--- config.mk ---
export PLATFORM = sky130hd
export DESIGN_NAME = lfpc_ring
export DESIGN_NICKNAME = d
export VERILOG_FILES = /design/src/rtl/lens_flare_pixel_compositor_unit_assert.svh /design/src/rtl/lfpc_pkg.sv /design/src/rtl/lfpc_ring.sv
export SDC_FILE = /design/constraint.sdc
export NUM_CORES = 2
export LEC_CHECK = 0
export BUFFER_PORTS_ARGS = -buffer_cell sky130_fd_sc_hd__buf_2
export CAP_MARGIN = 20
export CORE_UTILIZATION = 45
export CTS_BUF_LIST = sky130_fd_sc_hd__clkbuf_4 sky130_fd_sc_hd__clkbuf_8
export DETAILED_ROUTE_END_ITERATION = 6
export GPL_TIMING_DRIVEN = 0
export PLACE_DENSITY_LB_ADDON = 0.1
export SLEW_MARGIN = 25
export SYNTH_ARGS = -nofsm -noshare
export SYNTH_HDL_FRONTEND = slang
export SYNTH_SLANG_ARGS = --single-unit
--- constraint.sdc ---
create_clock -name clk -period 17.7 [get_ports clk]
set_clock_uncertainty 0.05 [all_clocks]
set_input_delay 1.77 -clock clk [delete_from_list [all_inputs] [get_ports clk]]
set_output_delay 1.77 -clock clk [all_outputs]
set_load 0.02 [all_outputs]
--- src/rtl/lens_flare_pixel_compositor_unit_assert.svh ---
// Assertion helpers, included by rtl/lfpc_fifo.sv.
`ifndef LENS_FLARE_PIXEL_COMPOSITOR_UNIT_ASSERT_SVH
`define LENS_FLARE_PIXEL_COMPOSITOR_UNIT_ASSERT_SVH

// Same-cycle implication, sampled on clk and disabled during rst.
`define LFPC_ASSERT_IMP(name, ante, cons, msg) \
  name: assert property (@(posedge clk) disable iff (rst) (ante) |-> (cons)) \
    else $error(msg);

// Next-cycle implication, sampled on clk and disabled during rst.
`define LFPC_ASSERT_NXT(name, ante, cons, msg) \
  name: assert property (@(posedge clk) disable iff (rst) (ante) |=> (cons)) \
    else $error(msg);

`endif

--- src/rtl/lfpc_pkg.sv ---
package lfpc_pkg;

  localparam int RING_COUNT = 4;
  localparam int MAX_DIM    = 4096;
  localparam int DIM_W      = 13;
  localparam int FRAC_W     = 16;
  localparam int PCT_W      = 7;
  localparam int CFG_W      = 16;
  localparam int CFG_IDX_W  = 3;
  localparam int COORD_W    = 12;
  localparam int CHAN_W     = 8;
  localparam int Q16_W      = 17;
  localparam int CTR_W      = 21;
  localparam int POS_W      = 23;
  localparam int DIST_W     = 14;
  localparam int SQ_W       = 2 * DIST_W;
  localparam int SUM_W      = 27;
  localparam int NUM_W      = 27;

  localparam int SQRT_STEPS = DIST_W;
  localparam int DIV_STEPS  = 16;
  localparam int RING_LAT   = SQRT_STEPS + DIV_STEPS + 4;
  localparam int QUO_BITS   = 8;
  localparam int BLEND_LAT  = QUO_BITS + 4;
  localparam int BACK_LAT   = RING_LAT + BLEND_LAT;

  localparam int FIFO_DEPTH = 4;
  localparam int FIFO_PTR_W = 2;
  localparam int FIFO_CNT_W = 3;

  localparam logic [Q16_W-1:0] ONE_Q16         = 17'h10000;
  localparam logic [Q16_W-1:0] ALPHA_THRESHOLD = 17'd655;
  localparam logic [23:0]      BQ_RECIP        = 24'd10737419;
  localparam int               BQ_SHIFT        = 14;
  localparam logic [PCT_W-1:0] PCT_MAX         = 7'd100;

  localparam logic [DIM_W-1:0]  RST_WIDTH   = 13'd1024;
  localparam logic [DIM_W-1:0]  RST_HEIGHT  = 13'd1024;
  localparam logic [FRAC_W-1:0] RST_CENTER  = 16'd32768;
  localparam logic [PCT_W-1:0]  RST_BRIGHT  = 7'd50;

  typedef enum logic [CFG_IDX_W-1:0] {
    CFG_IMAGE_WIDTH  = 3'd0,
    CFG_IMAGE_HEIGHT = 3'd1,
    CFG_CENTER_X     = 3'd2,
    CFG_CENTER_Y     = 3'd3,
    CFG_BRIGHTNESS   = 3'd4
  } cfg_idx_t;

  localparam logic [FRAC_W-1:0] RING_OFF_MAG [RING_COUNT] = '{16'd0, 16'd13107, 16'd9830, 16'd19661};
  localparam logic [RING_COUNT-1:0] RING_OFF_NEG = 4'b0100;
  localparam logic [5:0] RING_RAD [RING_COUNT] = '{6'd30, 6'd20, 6'd40, 6'd15};
  localparam logic [Q16_W-1:0] RING_INT [RING_COUNT] = '{17'd65536, 17'd39322, 17'd26214,
                                                         17'd19661};
  localparam logic [CHAN_W-1:0] RING_COL [RING_COUNT][3] = '{
    '{8'd255, 8'd255, 8'd200},
    '{8'd200, 8'd220, 8'd255},
    '{8'd255, 8'd180, 8'd100},
    '{8'd180, 8'd255, 8'd180}
  };

  typedef struct packed {
    logic [DIM_W-1:0]  image_width;
    logic [DIM_W-1:0]  image_height;
    logic [FRAC_W-1:0] center_x_frac;
    logic [FRAC_W-1:0] center_y_frac;
    logic [PCT_W-1:0]  brightness_pct;
  } cfg_t;

  typedef struct packed {
    logic [CHAN_W-1:0] red;
    logic [CHAN_W-1:0] green;
    logic [CHAN_W-1:0] blue;
    logic [CHAN_W-1:0] alpha;
  } pix_t;

  typedef struct packed {
    logic [RING_COUNT-1:0][DIST_W-1:0] ax;
    logic [RING_COUNT-1:0][DIST_W-1:0] ay;
    logic [RING_COUNT-1:0]             near;
    pix_t                              pix;
  } item_t;

  // Floor division by 255, one base-256 digit per step.
  function automatic logic [39:0] div255(input logic [39:0] x);
    logic [7:0]  r;
    logic [8:0]  s;
    logic [39:0] q;
    r = '0;
    q = '0;
    for (int b = 4; b >= 0; b--) begin
      s = 9'(r) + 9'(x[b*8 +: 8]);
      if (s >= 9'd255) begin
        q[b*8 +: 8] = r + 8'd1;
        r = 8'(s - 9'd255);
      end else begin
        q[b*8 +: 8] = r;
        r = s[7:0];
      end
    end
    return q;
  endfunction

endpackage

--- src/rtl/lfpc_ring.sv ---
module lfpc_ring (
  input  logic                          clk,
  input  logic                          adv,
  input  logic [lfpc_pkg::DIST_W-1:0]   ax,
  input  logic [lfpc_pkg::DIST_W-1:0]   ay,
  input  logic                          near,
  input  logic [lfpc_pkg::DIST_W-1:0]   rad,
  input  logic [lfpc_pkg::Q16_W-1:0]    intensity,
  output logic [lfpc_pkg::Q16_W-1:0]    wt
);

  localparam int DW = lfpc_pkg::DIST_W;
  localparam int SW = lfpc_pkg::SQ_W;
  localparam int NS = lfpc_pkg::SQRT_STEPS;
  localparam int ND = lfpc_pkg::DIV_STEPS;

  logic [SW-1:0] xx;
  logic [SW-1:0] yy;
  logic          n1;
  logic [SW:0]   s_c;
  logic [SW-1:0] v0;
  logic          n2;

  logic [SW-1:0] sq_v [NS];
  logic [SW-1:0] sq_r [NS];
  logic          sq_n [NS];

  logic [DW-1:0] dv_r [ND];
  logic [ND-1:0] dv_q [ND];
  logic          dv_h [ND];

  logic [DW-1:0]  root;
  logic [16:0]    f_c;
  logic [33:0]    ff_c;
  logic [16:0]    f2;
  logic           h2;
  logic [33:0]    wp_c;

  always_ff @(posedge clk) begin
    if (adv) begin
      xx <= SW'(ax) * SW'(ax);
      yy <= SW'(ay) * SW'(ay);
      n1 <= near;
    end
  end

  assign s_c = (SW + 1)'(xx) + (SW + 1)'(yy);

  always_ff @(posedge clk) begin
    if (adv) begin
      v0 <= s_c[SW-1:0];
      n2 <= n1 && !s_c[SW];
    end
  end

  for (genvar j = 0; j < NS; j++) begin : g_sqrt
    localparam logic [SW-1:0] BITV = SW'(1) << (SW - 2 - 2 * j);
    logic [SW-1:0] v_in;
    logic [SW-1:0] r_in;
    logic          n_in;
    logic [SW:0]   t;
    if (j == 0) begin : g_first
      assign v_in = v0;
      assign r_in = '0;
      assign n_in = n2;
    end else begin : g_next
      assign v_in = sq_v[j-1];
      assign r_in = sq_r[j-1];
      assign n_in = sq_n[j-1];
    end
    assign t = (SW + 1)'(r_in) + (SW + 1)'(BITV);
    always_ff @(posedge clk) begin
      if (adv) begin
        if ((SW + 1)'(v_in) >= t) begin
          sq_v[j] <= v_in - t[SW-1:0];
          sq_r[j] <= (r_in >> 1) + BITV;
        end else begin
          sq_v[j] <= v_in;
          sq_r[j] <= r_in >> 1;
        end
        sq_n[j] <= n_in;
      end
    end
  end

  assign root = sq_r[NS-1][DW-1:0];

  // Quotient of root / rad in Q0.16, one bit per stage.
  for (genvar j = 0; j < ND; j++) begin : g_div
    logic [DW-1:0] r_in;
    logic [ND-1:0] q_in;
    logic          h_in;
    logic [DW:0]   r2;
    logic [DW:0]   diff;
    logic          ge;
    if (j == 0) begin : g_first
      assign r_in = root;
      assign q_in = '0;
      assign h_in = sq_n[NS-1] && (rad != '0) && (root < rad);
    end else begin : g_next
      assign r_in = dv_r[j-1];
      assign q_in = dv_q[j-1];
      assign h_in = dv_h[j-1];
    end
    assign r2   = {r_in, 1'b0};
    assign ge   = r2 >= (DW + 1)'(rad);
    assign diff = r2 - (DW + 1)'(rad);
    always_ff @(posedge clk) begin
      if (adv) begin
        dv_r[j] <= ge ? diff[DW-1:0] : r2[DW-1:0];
        dv_q[j] <= {q_in[ND-2:0], ge};
        dv_h[j] <= h_in;
      end
    end
  end

  assign f_c  = lfpc_pkg::ONE_Q16 - 17'(dv_q[ND-1]);
  assign ff_c = 34'(f_c) * 34'(f_c);
  assign wp_c = 34'(f2) * 34'(intensity);

  always_ff @(posedge clk) begin
    if (adv) begin
      f2 <= ff_c[32:16];
      h2 <= dv_h[ND-1];
      wt <= h2 ? wp_c[32:16] : '0;
    end
  end

endmodule

======== After elaboration in Yosys (flattened, before gate mapping) ========
Memory sizes are Yosys's and may differ from the RTL's. A register that Yosys moved wholly into a read port is not among the register bits.
Cells that the tools add are included.
word-level totals
  register bits after elaboration ......... 120
  memory bits (writable) .................. 1294
  logic and storage cells ................. 269
  ROM bits ................................ 0
  latch bits .............................. 0
  memories kept ........................... 6
  output and inout port bits .............. 17
  bits of input ports ..................... 62
cells by class
  $lt $le $gt $ge ......................... 31
  div/mod/pow operators ................... 0
  reductions and logical operators ........ 5
  bitwise gates (word level) .............. 28
  add/subtract/negate cells ............... 58
  multiplexer cells ....................... 130
  shift-type cells ........................ 0
  multipliers ............................. 4
  eq/ne operators ......................... 0
memories
  name  words  width  rd ports  clocked after Yosys merged registers in  write ports  line             RTL
  sq_r  14     28     14        0                                        14           lfpc_ring.sv:25  logic [SW-1:0] sq_r [NS];
  sq_v  14     28     13        0                                        14           lfpc_ring.sv:24  logic [SW-1:0] sq_v [NS];
  dv_q  16     16     16        0                                        16           lfpc_ring.sv:29  logic [ND-1:0] dv_q [ND];
  dv_r  16     14     15        0                                        16           lfpc_ring.sv:28  logic [DW-1:0] dv_r [ND];
  dv_h  16     1      16        1                                        16           lfpc_ring.sv:30  logic dv_h [ND];
  sq_n  14     1      14        0                                        14           lfpc_ring.sv:26  logic sq_n [NS];
operators with widths
  kind                                            number
  two-way mux 28 bit                              28
  greater-or-equal comparator 28 x 29 -> 1 bit    13
  subtractor 28 bit                               13
  greater-or-equal comparator 15 x 14 -> 1 bit    16
  two-way mux 14 bit                              16
  subtractor 14 bit                               16
  two-way mux 1 bit                               86
  multiplier 17 x 17 -> 33 bit                    2
  multiplier 14 x 14 -> 28 bit                    2
  adder 28 x 1 -> 29 bit, second input constant   1
  adder 28 x 11 -> 29 bit, second input constant  1
  adder 28 x 13 -> 29 bit, second input constant  1
  adder 28 x 15 -> 29 bit, second input constant  1
  adder 28 x 17 -> 29 bit, second input constant  1
  adder 28 x 19 -> 29 bit, second input constant  1
  adder 28 x 21 -> 29 bit, second input constant  1
  adder 28 x 23 -> 29 bit, second input constant  1
  adder 28 x 25 -> 29 bit, second input constant  1
  adder 28 x 28 -> 29 bit                         1
  adder 28 x 3 -> 29 bit, second input constant   1
  adder 28 x 5 -> 29 bit, second input constant   1
  adder 28 x 7 -> 29 bit, second input constant   1
  adder 28 x 9 -> 29 bit, second input constant   1
  adder 27 x 1 -> 28 bit, second input constant   1
  20 further kinds                                49

======== Longest topological paths before layout ========
An unclocked memory read counts as a cell.
  depth after elaboration ................. 7
  mapped depth ............................ 33
  depth with buffers taken out ............ 32

======== Least setup slack after synthesis ========
OpenSTA, ideal clock, no wires.
  path kind ............................... flip-flop to flip-flop
  from .................................... memory dv_q[1][112] (netlist bit)
  to ...................................... register f2[16], data pin
  required time ........................... 17.390 ns
  arrival ................................. 8.062 ns
  cell stages (with the launch flop) ...... 30
  path buffers ............................ 0
  setup slack ............................. 9.328 ns
  setup time .............................. 0.260 ns
  clock period less this slack ............ 8.372 ns
  cells stage by stage .................... edfxtp_1 clkinv_1 ha_1 nand2_1 or3_1 nor4_1 nand2b_1 xor2_1 clkinv_1 nor2_1 fa_1 inv_1 fa_1 fa_1 inv_1 fa_1 fa_1 inv_1 fa_1 inv_1 ha_1 a2111oi_0 o21ai_0 o41ai_1 o211a_1 o31ai_1 o41a_1 a21oi_1 o21bai_1 xnor2_1
RTL lines
  item                  line              RTL
  start, declared       lfpc_ring.sv:29
  end signal, assigned  lfpc_ring.sv:123  f2 <= ff_c[32:16];
  end, declared         lfpc_ring.sv:35   logic [16:0] f2;

==> flow_summary_export.csv <==
group,metric,value,unit
outcome,status,"finished, final reports clean",
worst_setup_path,worst_path_most_repeated_cell,"fa_1",
yosys,synthAdderAreaFrac,29.7,%
sta,worst_slew_pin_slew,1.05,ns
worst_setup_path,worst_setup_path_start_kind,"flip-flop",
yosys,synth-simple-area-share,11.9,%
clock_network,cts-root-buf,"clkbuf_8",
drt,ant_nets,0,
yosys,avgSynthCellArea,10.9,um^2
yosys,synth.area.top_cells,"edfxtp_1 38%, fa_1 17%, ha_1 12%",
sta,whs,0.340,ns
global_route,track_usage,20.0,%
sta,setup_violations,0,
sta,fmax,98.2,MHz
worst_setup_path,path_class,"flip-flop to flip-flop",
drt,first_pass_iters,7,
yosys,ys.flop_type,"edfxtp_1",
min_path,worstHoldPathType,"flip-flop to flip-flop",
clock_network,clock_latency,0.90,ns
yosys,synth_edf_count,964,
sta,hold_viol_final,0,
floorplan,die_h,414,um
worst_setup_path,regToRegStartpoint,"dv_q[1][112]$_DFFE_PP_",
drt,post-route-drc-count,0,
drt,totalWireLength,167,mm
worst_setup_path,reg2reg_depth,29,
clock_network,htreeDepth,4,
worst_setup_path,reg2reg_to,"f2[16]$_DFFE_PP_",
floorplan,rows,150,
sta,grt_setup_unrepaired,"no",
worst_setup_path,critPathSlowestCell,"xor2_1",
layout,drive_above_1_share,7.05,%
clock_network,clkSlewWorstSetupHoldPaths,0.06,ns
yosys,ys_ff_latch,964,
worst_setup_path,reg2reg_slack,7.52,ns
sta,period_share,57.5,%
yosys,muxShareOfSynthArea,1.45,%
worst_setup_path,end_kind,"flip-flop",
floorplan,initial_core_util,45.5,%
worst_setup_path,required,18.27,ns
floorplan,coreArea,168000,um^2
yosys,synth-xor-area-share,4.65,%
worst_setup_path,max_stage_delay,0.75,ns
global_route,grt_start_max_net_pins,89,
layout,final_nets,8745,
yosys,synth_area,76500,um^2
floorplan,die_w,414,um
placement,gp_congestion,0.867,
sta,drv_slew,0,
yosys,synth_top_cell_area_share,37.8,%
global_route,grt_pass1_wl,274,mm
drt,vias,50200,
clock_network,postCtsSetupRepairBufs,0,
sta,worst_slew_margin_rel,29.8,%
drt,wl_per_cell,17.4,um
placement,dp_hpwl,129,mm
global_route,antenna_found_initial,4,
min_path,whs_path_depth,0,
layout,syn_to_final_growth,9.46,%
layout,seqCellArea,28900,um^2
min_path,hold_start,"dv_q[0][50]$_DFFE_PP_",
layout,multi_input_area,43100,um^2
drt,via_per_inst,5.22,
global_route,grt_pass1_vias,52300,
global_route,overflow,0,
yosys,netlist_instances,6985,
clock_network,clock_sinks,964,
clock_network,clockBufferDepth,3,
clock_network,cts_tree,"done",
yosys,synth_top_family_by_area,"adder cells",
yosys,synth_commonest_cells,"1029 x inv_1, 964 x edfxtp_1, 760 x ha_1",
job,cap_violations,0,
yosys,synth.distinct_cells,85,
yosys,postSynth.asyncResetShare,0,%
clock_network,cts_hold_buf,0,
yosys,synth_compound_area_share,8.48,%
sta,period_needed,10.18,ns
yosys,ys_warn_count,0,
worst_setup_path,cp_max_fo,9,
worst_setup_path,arrival,10.75,ns
layout,fillers,15200,
floorplan,dieArea,172000,um^2
sta,finalSetupTns,0,ns
yosys,seq_area_frac_synth,37.8,%
drt,drtIter0Drc,2775,
min_path,whs_endpoint,"dv_q[0][67]$_DFFE_PP_",
yosys,synth_area_leader_cell,"edfxtp_1",
clock_network,cts_buffers,172,
placement,numPortBuffers,69,
floorplan,ios,79,
clock_network,ctsResizeCount,0,
yosys,yosysMostFrequentCell,"inv_1",
-- cells in the final DEF, fill, tap and decap left out, types with 163 or more instances in the layout --
cell,synthesis,layout
inv_1,1029,1018
edfxtp_1,964,964
ha_1,760,760
nand2_1,673,673
fa_1,661,661
nor2_1,339,339
o21ai_0,306,306
xnor2_1,241,241
a21oi_1,234,234
and2_1,231,231
clkbuf_8,0,173
xor2_1,163,163
-- flip-flops by register name, indices dropped and copies added, names as in the netlist, 14 cells and up --
name         cells
sq_v           364
dv_q           136
f2              17
sq_n            14
xx              27
yy              27
dv_r           210
wt              17
dv_h            16
g_sqrt.v_in     28
sq_r           105
-- critical path: cells and delay by family, from the launching register on --
family | cells | cell delay, ns
AO/OA/AOI/OAI | 8 | 2.63
XOR/XNOR | 2 | 0.90
adder cells (fa/ha/maj) | 8 | 3.35
buffers and inverters | 6 | 0.96
flip-flops | 1 | 0.41
AND/OR/NAND/NOR | 5 | 1.63
-- layer usage --
metal  routed length (um)  vias to the layer above  track usage, %
met1                74700                    24700            26.2
met5                   10                        -               0
met4                 3460                        2            5.12
li1                     -                    24400               -
met2                83100                      823            34.8
met3                 6060                      236            2.55
-- stage by stage --
stage / cells / util, % / setup slack (ns) / cell area, um^2
CTS: 9610 / 49.8 / 7.38 / 83700
finish: 9612 / 49.8 / 7.52 / 83700
floorplan: 6995 / - / 9.33 / 76500
global route: 9611 / 49.8 / 6.76 / 83700
detailed placement: 9292 / 47.8 / 7.38 / 80200
global placement: 9268 / 47.4 / 2.85 / 79600
-- worst max-delay path by stage --
stage / cells past startpoint / end / from / slack, ns
3_5_place_dp: 29 / f2[16]$_DFFE_PP_ / dv_q[1][112]$_DFFE_PP_ / 7.38
4_1_cts: 29 / f2[16]$_DFFE_PP_ / dv_q[1][112]$_DFFE_PP_ / 7.38
3_3_place_gp: 5 / sq_v[0][184]$_DFFE_PP_ / adv / 2.85
5_1_grt: 29 / f2[16]$_DFFE_PP_ / dv_q[1][112]$_DFFE_PP_ / 6.76
2_1_floorplan: 29 / f2[16]$_DFFE_PP_ / dv_q[1][112]$_DFFE_PP_ / 9.33
6_report: 29 / f2[16]$_DFFE_PP_ / dv_q[1][112]$_DFFE_PP_ / 7.52
-- area by class of cell --
type,instances,share of cell area (%)
Clock inverter,97,0.904
Multi-Input combinational cell,4831,51.4
Buffer,166,0.792
Tap cell,2204,3.29
Timing Repair Buffer,93,1.09
Sequential cell,964,34.6
Clock buffer,221,3.27
Antenna cell,2,0.00598
Inverter,1034,4.64
-- kinds of logic (layout without fill, tap and decap cells) --
group	Yosys count	count (layout)
xor gates and xnor gates	405	405
muxes	100	100
adders and majority gates	1421	1421
and+or+nand+nor	1869	1869
buffers and inverters	1200	1611
DFF	964	964
AOI/OAI and AO/OA	1024	1024
other	2	14
Power is left out: the tool's default activity adds up to more than one toggle a clock period on the data nets, which glitch-free logic cannot reach.
