==> src/rtl/lens_flare_pixel_compositor_unit_assert.svh <==
// Assertion helpers, included by rtl/lfpc_fifo.sv.
`ifndef LENS_FLARE_PIXEL_COMPOSITOR_UNIT_ASSERT_SVH
`define LENS_FLARE_PIXEL_COMPOSITOR_UNIT_ASSERT_SVH

// Same-cycle implication, sampled on clk and disabled during rst.
`define LFPC_ASSERT_IMP(name, ante, cons, msg) \
  name: assert property (@(posedge clk) disable iff (rst) (ante) |-> (cons)) \
    else $error(msg);

// Next-cycle implication, sampled on clk and disabled during rst.
`define LFPC_ASSERT_NXT(name, ante, cons, msg) \
  name: assert property (@(posedge clk) disable iff (rst) (ante) |=> (cons)) \
    else $error(msg);

`endif

==> src/rtl/lfpc_pkg.sv <==
package lfpc_pkg;

  localparam int RING_COUNT = 4;
  localparam int MAX_DIM    = 4096;
  localparam int DIM_W      = 13;
  localparam int FRAC_W     = 16;
  localparam int PCT_W      = 7;
  localparam int CFG_W      = 16;
  localparam int CFG_IDX_W  = 3;
  localparam int COORD_W    = 12;
  localparam int CHAN_W     = 8;
  localparam int Q16_W      = 17;
  localparam int CTR_W      = 21;
  localparam int POS_W      = 23;
  localparam int DIST_W     = 14;
  localparam int SQ_W       = 2 * DIST_W;
  localparam int SUM_W      = 27;
  localparam int NUM_W      = 27;

  localparam int SQRT_STEPS = DIST_W;
  localparam int DIV_STEPS  = 16;
  localparam int RING_LAT   = SQRT_STEPS + DIV_STEPS + 4;
  localparam int QUO_BITS   = 8;
  localparam int BLEND_LAT  = QUO_BITS + 4;
  localparam int BACK_LAT   = RING_LAT + BLEND_LAT;

  localparam int FIFO_DEPTH = 4;
  localparam int FIFO_PTR_W = 2;
  localparam int FIFO_CNT_W = 3;

  localparam logic [Q16_W-1:0] ONE_Q16         = 17'h10000;
  localparam logic [Q16_W-1:0] ALPHA_THRESHOLD = 17'd655;
  localparam logic [23:0]      BQ_RECIP        = 24'd10737419;
  localparam int               BQ_SHIFT        = 14;
  localparam logic [PCT_W-1:0] PCT_MAX         = 7'd100;

  localparam logic [DIM_W-1:0]  RST_WIDTH   = 13'd1024;
  localparam logic [DIM_W-1:0]  RST_HEIGHT  = 13'd1024;
  localparam logic [FRAC_W-1:0] RST_CENTER  = 16'd32768;
  localparam logic [PCT_W-1:0]  RST_BRIGHT  = 7'd50;

  typedef enum logic [CFG_IDX_W-1:0] {
    CFG_IMAGE_WIDTH  = 3'd0,
    CFG_IMAGE_HEIGHT = 3'd1,
    CFG_CENTER_X     = 3'd2,
    CFG_CENTER_Y     = 3'd3,
    CFG_BRIGHTNESS   = 3'd4
  } cfg_idx_t;

  localparam logic [FRAC_W-1:0] RING_OFF_MAG [RING_COUNT] = '{16'd0, 16'd13107, 16'd9830, 16'd19661};
  localparam logic [RING_COUNT-1:0] RING_OFF_NEG = 4'b0100;
  localparam logic [5:0] RING_RAD [RING_COUNT] = '{6'd30, 6'd20, 6'd40, 6'd15};
  localparam logic [Q16_W-1:0] RING_INT [RING_COUNT] = '{17'd65536, 17'd39322, 17'd26214,
                                                         17'd19661};
  localparam logic [CHAN_W-1:0] RING_COL [RING_COUNT][3] = '{
    '{8'd255, 8'd255, 8'd200},
    '{8'd200, 8'd220, 8'd255},
    '{8'd255, 8'd180, 8'd100},
    '{8'd180, 8'd255, 8'd180}
  };

  typedef struct packed {
    logic [DIM_W-1:0]  image_width;
    logic [DIM_W-1:0]  image_height;
    logic [FRAC_W-1:0] center_x_frac;
    logic [FRAC_W-1:0] center_y_frac;
    logic [PCT_W-1:0]  brightness_pct;
  } cfg_t;

  typedef struct packed {
    logic [CHAN_W-1:0] red;
    logic [CHAN_W-1:0] green;
    logic [CHAN_W-1:0] blue;
    logic [CHAN_W-1:0] alpha;
  } pix_t;

  typedef struct packed {
    logic [RING_COUNT-1:0][DIST_W-1:0] ax;
    logic [RING_COUNT-1:0][DIST_W-1:0] ay;
    logic [RING_COUNT-1:0]             near;
    pix_t                              pix;
  } item_t;

  // Floor division by 255, one base-256 digit per step.
  function automatic logic [39:0] div255(input logic [39:0] x);
    logic [7:0]  r;
    logic [8:0]  s;
    logic [39:0] q;
    r = '0;
    q = '0;
    for (int b = 4; b >= 0; b--) begin
      s = 9'(r) + 9'(x[b*8 +: 8]);
      if (s >= 9'd255) begin
        q[b*8 +: 8] = r + 8'd1;
        r = 8'(s - 9'd255);
      end else begin
        q[b*8 +: 8] = r;
        r = s[7:0];
      end
    end
    return q;
  endfunction

endpackage

==> src/rtl/lfpc_front.sv <==
module lfpc_front (
  input  logic                                                    clk,
  input  logic                                                    rst,
  input  lfpc_pkg::cfg_t                                          cfg,
  input  logic                                                    in_valid,
  output logic                                                    in_ready,
  input  logic [lfpc_pkg::COORD_W-1:0]                            pos_x,
  input  logic [lfpc_pkg::COORD_W-1:0]                            pos_y,
  input  lfpc_pkg::pix_t                                          pix,
  input  logic                                                    full,
  output logic                                                    push,
  output lfpc_pkg::item_t                                         item,
  output logic [lfpc_pkg::Q16_W-1:0]                              bq,
  output logic [lfpc_pkg::RING_COUNT-1:0][lfpc_pkg::DIST_W-1:0]   rad
);

  localparam int RC = lfpc_pkg::RING_COUNT;
  localparam int PW = lfpc_pkg::POS_W;

  logic [lfpc_pkg::DIM_W-1:0] wc;
  logic [lfpc_pkg::DIM_W-1:0] hc;
  logic [lfpc_pkg::PCT_W-1:0] pctc;
  logic [28:0] cx_p;
  logic [28:0] cy_p;
  logic [RC-1:0][28:0] ox_p;
  logic [RC-1:0][28:0] oy_p;
  logic [30:0] bq_p;
  logic [RC-1:0][22:0] rad_p;

  logic [lfpc_pkg::CTR_W-1:0] cx;
  logic [lfpc_pkg::CTR_W-1:0] cy;
  logic [RC-1:0][lfpc_pkg::CTR_W-1:0] ox;
  logic [RC-1:0][lfpc_pkg::CTR_W-1:0] oy;

  logic fen;
  logic f1_v;
  logic [lfpc_pkg::COORD_W-1:0] f1_px;
  logic [lfpc_pkg::COORD_W-1:0] f1_py;
  lfpc_pkg::pix_t f1_pix;
  logic [RC-1:0][PW-1:0] rcx_c;
  logic [RC-1:0][PW-1:0] rcy_c;

  logic f2_v;
  logic [lfpc_pkg::COORD_W-1:0] f2_px;
  logic [lfpc_pkg::COORD_W-1:0] f2_py;
  logic [RC-1:0][PW-1:0] f2_rcx;
  logic [RC-1:0][PW-1:0] f2_rcy;
  lfpc_pkg::pix_t f2_pix;
  logic [PW-1:0] dx;
  logic [PW-1:0] dy;
  logic [PW-1:0] adx;
  logic [PW-1:0] ady;

  always_comb begin
    if (cfg.image_width == '0) begin
      wc = lfpc_pkg::DIM_W'(1);
    end else if (cfg.image_width > lfpc_pkg::DIM_W'(lfpc_pkg::MAX_DIM)) begin
      wc = lfpc_pkg::DIM_W'(lfpc_pkg::MAX_DIM);
    end else begin
      wc = cfg.image_width;
    end
    if (cfg.image_height == '0) begin
      hc = lfpc_pkg::DIM_W'(1);
    end else if (cfg.image_height > lfpc_pkg::DIM_W'(lfpc_pkg::MAX_DIM)) begin
      hc = lfpc_pkg::DIM_W'(lfpc_pkg::MAX_DIM);
    end else begin
      hc = cfg.image_height;
    end
    pctc = (cfg.brightness_pct > lfpc_pkg::PCT_MAX) ? lfpc_pkg::PCT_MAX : cfg.brightness_pct;
    cx_p = 29'(cfg.center_x_frac) * 29'(wc);
    cy_p = 29'(cfg.center_y_frac) * 29'(hc);
    for (int i = 0; i < RC; i++) begin
      ox_p[i]  = 29'(lfpc_pkg::RING_OFF_MAG[i]) * 29'(wc);
      oy_p[i]  = 29'(lfpc_pkg::RING_OFF_MAG[i]) * 29'(hc);
      rad_p[i] = 23'(lfpc_pkg::RING_RAD[i]) * 23'(bq);
    end
    bq_p = 31'(pctc) * 31'(lfpc_pkg::BQ_RECIP);
  end

  // Geometry derived from the configuration, refreshed every cycle.
  always_ff @(posedge clk) begin
    cx <= cx_p[28:8];
    cy <= cy_p[28:8];
    for (int i = 0; i < RC; i++) begin
      ox[i]  <= ox_p[i][28:8];
      oy[i]  <= oy_p[i][28:8];
      rad[i] <= rad_p[i][21:8];
    end
    bq <= bq_p[30:lfpc_pkg::BQ_SHIFT];
  end

  always_comb begin
    for (int i = 0; i < RC; i++) begin
      if (lfpc_pkg::RING_OFF_NEG[i]) begin
        rcx_c[i] = PW'(cx) - PW'(ox[i]);
        rcy_c[i] = PW'(cy) - PW'(oy[i]);
      end else begin
        rcx_c[i] = PW'(cx) + PW'(ox[i]);
        rcy_c[i] = PW'(cy) + PW'(oy[i]);
      end
    end
  end

  assign fen      = !f2_v || !full;
  assign in_ready = fen;
  assign push     = f2_v && !full;

  always_ff @(posedge clk) begin
    if (rst) begin
      f1_v <= 1'b0;
      f2_v <= 1'b0;
    end else if (fen) begin
      f1_v <= in_valid;
      f2_v <= f1_v;
    end
  end

  always_ff @(posedge clk) begin
    if (fen) begin
      f1_px  <= pos_x;
      f1_py  <= pos_y;
      f1_pix <= pix;
      f2_px  <= f1_px;
      f2_py  <= f1_py;
      f2_pix <= f1_pix;
      f2_rcx <= rcx_c;
      f2_rcy <= rcy_c;
    end
  end

  always_comb begin
    item.pix = f2_pix;
    for (int i = 0; i < RC; i++) begin
      dx  = {3'b000, f2_px, 8'h00} - f2_rcx[i];
      dy  = {3'b000, f2_py, 8'h00} - f2_rcy[i];
      adx = dx[PW-1] ? -dx : dx;
      ady = dy[PW-1] ? -dy : dy;
      item.ax[i]   = adx[lfpc_pkg::DIST_W-1:0];
      item.ay[i]   = ady[lfpc_pkg::DIST_W-1:0];
      item.near[i] = (adx[PW-1:lfpc_pkg::DIST_W] == '0) && (ady[PW-1:lfpc_pkg::DIST_W] == '0);
    end
  end

endmodule

==> config.mk <==
export PLATFORM = sky130hd
export DESIGN_NAME = lfpc_front
export DESIGN_NICKNAME = d
export VERILOG_FILES = /design/src/rtl/lens_flare_pixel_compositor_unit_assert.svh /design/src/rtl/lfpc_pkg.sv /design/src/rtl/lfpc_front.sv
export SDC_FILE = /design/constraint.sdc
export NUM_CORES = 2
export LEC_CHECK = 0
export CAP_MARGIN = 20
export CORE_MARGIN = 2
export CORE_UTILIZATION = 45
export CTS_CLUSTER_DIAMETER = 150
export CTS_CLUSTER_SIZE = 24
export DETAILED_ROUTE_END_ITERATION = 16
export DONT_BUFFER_PORTS = 1
export SYNTH_ARGS = -nofsm -noshare
export SYNTH_HDL_FRONTEND = slang
export SYNTH_SLANG_ARGS = --single-unit
==> constraint.sdc <==
create_clock -name clk -period 10.4 [get_ports clk]
set_input_delay 2.08 -clock clk [delete_from_list [all_inputs] [get_ports clk]]
set_output_delay 2.08 -clock clk [all_outputs]
set_load 0.005 [all_outputs]
Word level (Yosys, flattened, before mapping)
Cells that the tools add are included.
- register bits: 524
- bits of input ports: 125
- reductions and logical operators: 18
- $add $sub $neg: 22
- multiply operators: 13
- mux-type cells: 13
- magnitude comparators: 3
- operator list (kind ; count):
    $mux W23 ; 8
    $neg A23 Y23 ; 8
    $sub A20 B23 Y23 ; 6
    $logic_not A9 Y1 ; 8
    $mul A16 B13 Y29 ; 2
    $mul A15 B13 Y28 const A ; 2
    $mul A14 B13 Y27 const A ; 2
    $mul A13 B13 Y26 const A ; 2
    $mux W13 ; 4
    $add A21 B19 Y22 ; 2
    $add A21 B20 Y22 ; 2
    $sub A20 B21 Y22 ; 2
    $sub A21 B19 Y22 ; 2
    $mul A4 B17 Y21 const A ; 2
    $mul A7 B24 Y31 const B ; 1
    $gt A13 B13 Y1 const B ; 2
    $logic_not A13 Y1 ; 2
    $mul A3 B17 Y20 const A ; 1
    $mul A3 B17 Y19 const A ; 1
    $gt A7 B7 Y1 const B ; 1
    $mux W7 ; 1
    $logic_and A1 B1 Y1 ; 5
    $logic_not A1 Y1 ; 2
    $logic_or A1 B1 Y1 ; 1

Logic depth before layout (Yosys ltp)
- depth in word-level cells: 5
- depth in mapped cells: 28
- gate-level depth less buffers: 25

Least setup slack after synthesis
OpenSTA, ideal clock, no wires.
- path kind: input to output
- start point: input port full
- end point: output port in_ready
- stages on the path: 1
- arrival time: 8109 ps
- buffers on the path: 0
- slack: 211 ps
- required time: 8320 ps
- path through: nand2_1
- longest elaborated chain between the ends: 2
- RTL lines (item ; RTL line ; text):
    start: declaration ; lfpc_front.sv:10 ; input logic full,
    $logic_not A1 Y1 ; lfpc_front.sv:104 ; assign fen = !f2_v || !full;
    $logic_or A1 B1 Y1 ; lfpc_front.sv:104 ;
    end: declaration ; lfpc_front.sv:6 ; output logic in_ready,
Every way passes these cells.

Worst setup path in the final report
- start point: input port cfg[43] in the netlist's numbering
- end point: register cy[20] in the netlist's numbering
- longest elaborated chain between the ends: 4
- RTL lines (item ; RTL line ; text):
    start: declaration ; lfpc_front.sv:4 ; input lfpc_pkg::cfg_t cfg,
    $gt A13 B13 Y1 ; lfpc_front.sv:64 ; end else if (cfg.image_height > lfpc_pkg::DIM_W'(lfpc_pkg::MAX_DIM)) begin
    $mux W13 ; lfpc_front.sv:64 ;
    $mux W13 (*) ; lfpc_front.sv:62 ; if (cfg.image_height == '0) begin
    $mul A16 B13 Y29 (*) ; lfpc_front.sv:71 ; cy_p = 29'(cfg.center_y_frac) * 29'(hc);
    via cy_p[28] ; lfpc_front.sv:24 ; logic [28:0] cy_p;
    end signal: assignment ; lfpc_front.sv:83 ; cy <= cy_p[28:8];
    end: declaration ; lfpc_front.sv:31 ; logic [lfpc_pkg::CTR_W-1:0] cy;
The timed path passes the listed nets; every way through them passes the cells marked *.
A chain may end at the register's enable or synchronous reset.

==> out/metrics.cfg <==
[run_status]
status=completed

[clock_tree]
clk_pin_slew_ns=0.10
clock-root-buffer=clkbuf_16
cts_buffer_depth=3
postCtsHoldBufs=0
post_cts_buffers=0
cts_tree=done
cts_buffers=25
htreeDepth=1
cts.repair.resized=0
clkLatencyLatePin_ns=0.62
clock_sinks=482

[routing]
vias=40600
viasPerCell=5.36
drtIter0Drc=2153
route.antenna.remaining_nets=0
routed_wl_um=143000
firstDrtPassIters=7
drc_errors=0
wl_per_cell_um=18.9

[worst_hold_path]
min_delay_path_depth=0
min_from=f1_pix[0]$_DFFE_PP_
hp-class=register to register
holdPathEnd=item[0]$_DFFE_PP_

[setup_path]
r2r_setup_slack_ns=5.71
r2r_end=rad[54]$_DFF_P_
reg2reg_depth=17
required_ns=10.93
cp-end-kind=register
path_max_fanout=19
start_kind=input port
critPathKind=input port to register
r2r-start=bq[0]$_DFF_P_
cp.arrival_ns=8.49

[placement]
dp_cells=7516
gp_congestion=0.916
port-buffer-count=0
dp_hpwl_um=119000
pre_cts_slack_ns=1.85

[power_and_ir_drop]
vdd_drop_max_mv=0.345
powerDensity_mw_per_mm2=324
p_leak_nw=27.5
power_mw=18.8

[floorplan]
io_pins=348
dieArea_mm2=0.127
num_rows=129
die_h_um=357
core-area_mm2=0.124
die_width_um=357
start_util=0.453

[logic_synthesis]
synth.area.top_cells=fa_1, ha_1, edfxtp_1, dfxtp_1, inv_1
synth_area_mm2=0.0560
synthTopCellsByCount=inv_1, ha_1, fa_1
yosysWarnings=0
synth.largest_area_cell=fa_1
synthMostInstantiatedCell=inv_1
yosysSeqAreaShare=0.223
synth_top_cell_area_share=0.188
synth_seq_cells=482
async_flop_share=0
synth_fp_nets=7441
syn_inst=6033
synth_cell_types=96
synth_ff_type=edfxtp_1
synth_edf_count=286
syn_area_per_cell_um2=9.28

[timing]
post-route-period-util=0.765
rsz0062_at_grt=no
tns_ns=0
hold_viol=0
skew_ns=0.0273
worst_slew_pin_slew_ns=1.07
maxSlewViolCount=0
setup_violations=0
max_freq_ghz=0.126
period_needed_ns=7.95
whs_ns=0.420
maxSlewHeadroom=0.275
setup_ws_ns=2.45

[global_routing]
grt.overflow.total=0
grt_max_degree=73
grt_pass1_wl_um=224000
first_global_vias=40400
grt_antenna_before_repair=5
grtUsageTotal=0.223

[finish]
nets=7314
finalNonFillerCells=7563
drive_above_1_share=0.0253
syn2layout_area_growth_pct=3.97

[job]
cap_violations=0

[layout by cell type (no fill, tap or decap), types with 12 or more instances in the layout]
cell / synthesis / layout
nand2b_1: 52 / 52
inv_1: 971 / 971
a31oi_1: 44 / 44
a21o_1: 90 / 90
a21oi_1: 253 / 253
nand3_1: 86 / 86
and2_1: 218 / 218
nand4b_1: 12 / 12
o21bai_1: 22 / 22
dfxtp_1: 196 / 196
mux2i_1: 14 / 14
a41oi_1: 13 / 13
clkbuf_16: 0 / 25
o31a_1: 15 / 15
a21boi_0: 16 / 16
xor2_1: 154 / 154
ha_1: 758 / 758
nor4_1: 43 / 43
nand4_1: 46 / 46
xnor2_1: 307 / 307
or2_2: 30 / 30
a211oi_1: 25 / 25
a2111oi_0: 14 / 14
o21a_1: 69 / 69
and3_1: 38 / 38
o22ai_1: 13 / 13
o21ai_0: 198 / 198
nand2_1: 418 / 417
or3_1: 54 / 54
edfxtp_1: 286 / 286
o31ai_1: 39 / 38
nor3_1: 153 / 152
fa_1: 525 / 525
a31o_2: 17 / 17
buf_4: 37 / 35
clkbuf_1: 141 / 17
nor2_1: 350 / 350
nor2b_1: 105 / 103
[cell type report]
class / instances / area, um^2
fill: 11900 / 65400
multi-input combinational: 4391 / 39000
sequential: 482 / 12500
inverter: 971 / 3640
tap: 1637 / 2050
clock buffer: 42 / 689
timing repair buffer: 35 / 263
clock inverter: 3 / 52.6
antenna: 2 / 5.00
[state kept, by name, indices dropped and copies added, names as in the netlist, 29 cells and up]
register / flops
f1_pix: 32
f2_rcx: 87
f2_rcy: 87
item: 32
ox: 53
oy: 53
rad: 29
[layer usage]
layer	up-vias	wire length (um)	global-route usage
li1	19900	-	-
met1	19600	66600	0.308
met2	909	64900	0.370
met3	135	8650	0.0361
met4	2	2720	0.0445
met5	-	11	0
[critical path, cell delays in order]
cell	delay (ns)
nor2b_2	0.77
nand2_1	0.19
fa_1	0.58
inv_1	0.05
fa_1	0.48
fa_1	0.46
fa_1	0.53
inv_1	0.05
fa_1	0.47
inv_1	0.04
ha_1	0.34
a21o_1	0.18
a21oi_1	0.22
o21a_1	0.16
nor2_1	0.04
a41o_1	0.22
o41a_1	0.35
a221o_1	0.35
nor4_1	0.25
nor4b_1	0.12
o21ai_0	0.29
a21oi_1	0.12
a31oi_1	0.13
[cells by family after synthesis]
family	count (synthesis)	share of synthesized area
XOR/XNOR	461	0.0721
multiplexers	17	0.00311
other	1	0.0000670
buffers and inverters	1160	0.0805
adder cells (fa/ha/maj)	1283	0.357
AND/OR/NAND/NOR	1680	0.152
flip-flops	482	0.223
AO/OA/AOI/OAI	949	0.111
[how the worst max path moves through the flow]
stage	startpoint	endpoint	slack (ns)	depth (start not counted)
2_1_floorplan	full	in_ready	0.21	1
3_3_place_gp	cfg[43]	cy[20]$_DFF_P_	1.94	22
3_5_place_dp	cfg[43]	cy[20]$_DFF_P_	1.85	23
4_1_cts	f2_px[0]$_DFFE_PP_	item[33]	2.26	13
5_1_grt	cfg[60]	ox[39]$_DFF_P_	1.98	19
6_report	cfg[43]	cy[20]$_DFF_P_	2.45	23
[through the flow]
stage	cell area, um^2	utilization
floorplan	56000	-
global placement	57500	0.465
detailed placement	57500	0.465
CTS	58200	0.471
global route	58200	0.471
finish	58200	0.471
[report_power, final]
part / total, mW / internal, mW / switching [mW] / leakage (nW)
Clock: 1.12 / 0.467 / 0.657 / 0.352
Combinational: 13.7 / 5.63 / 8.04 / 22.5
Sequential: 4.05 / 3.18 / 0.872 / 4.66
Total: 18.8 / 9.28 / 9.57 / 27.5
Power figures use the tool's default switching activity.
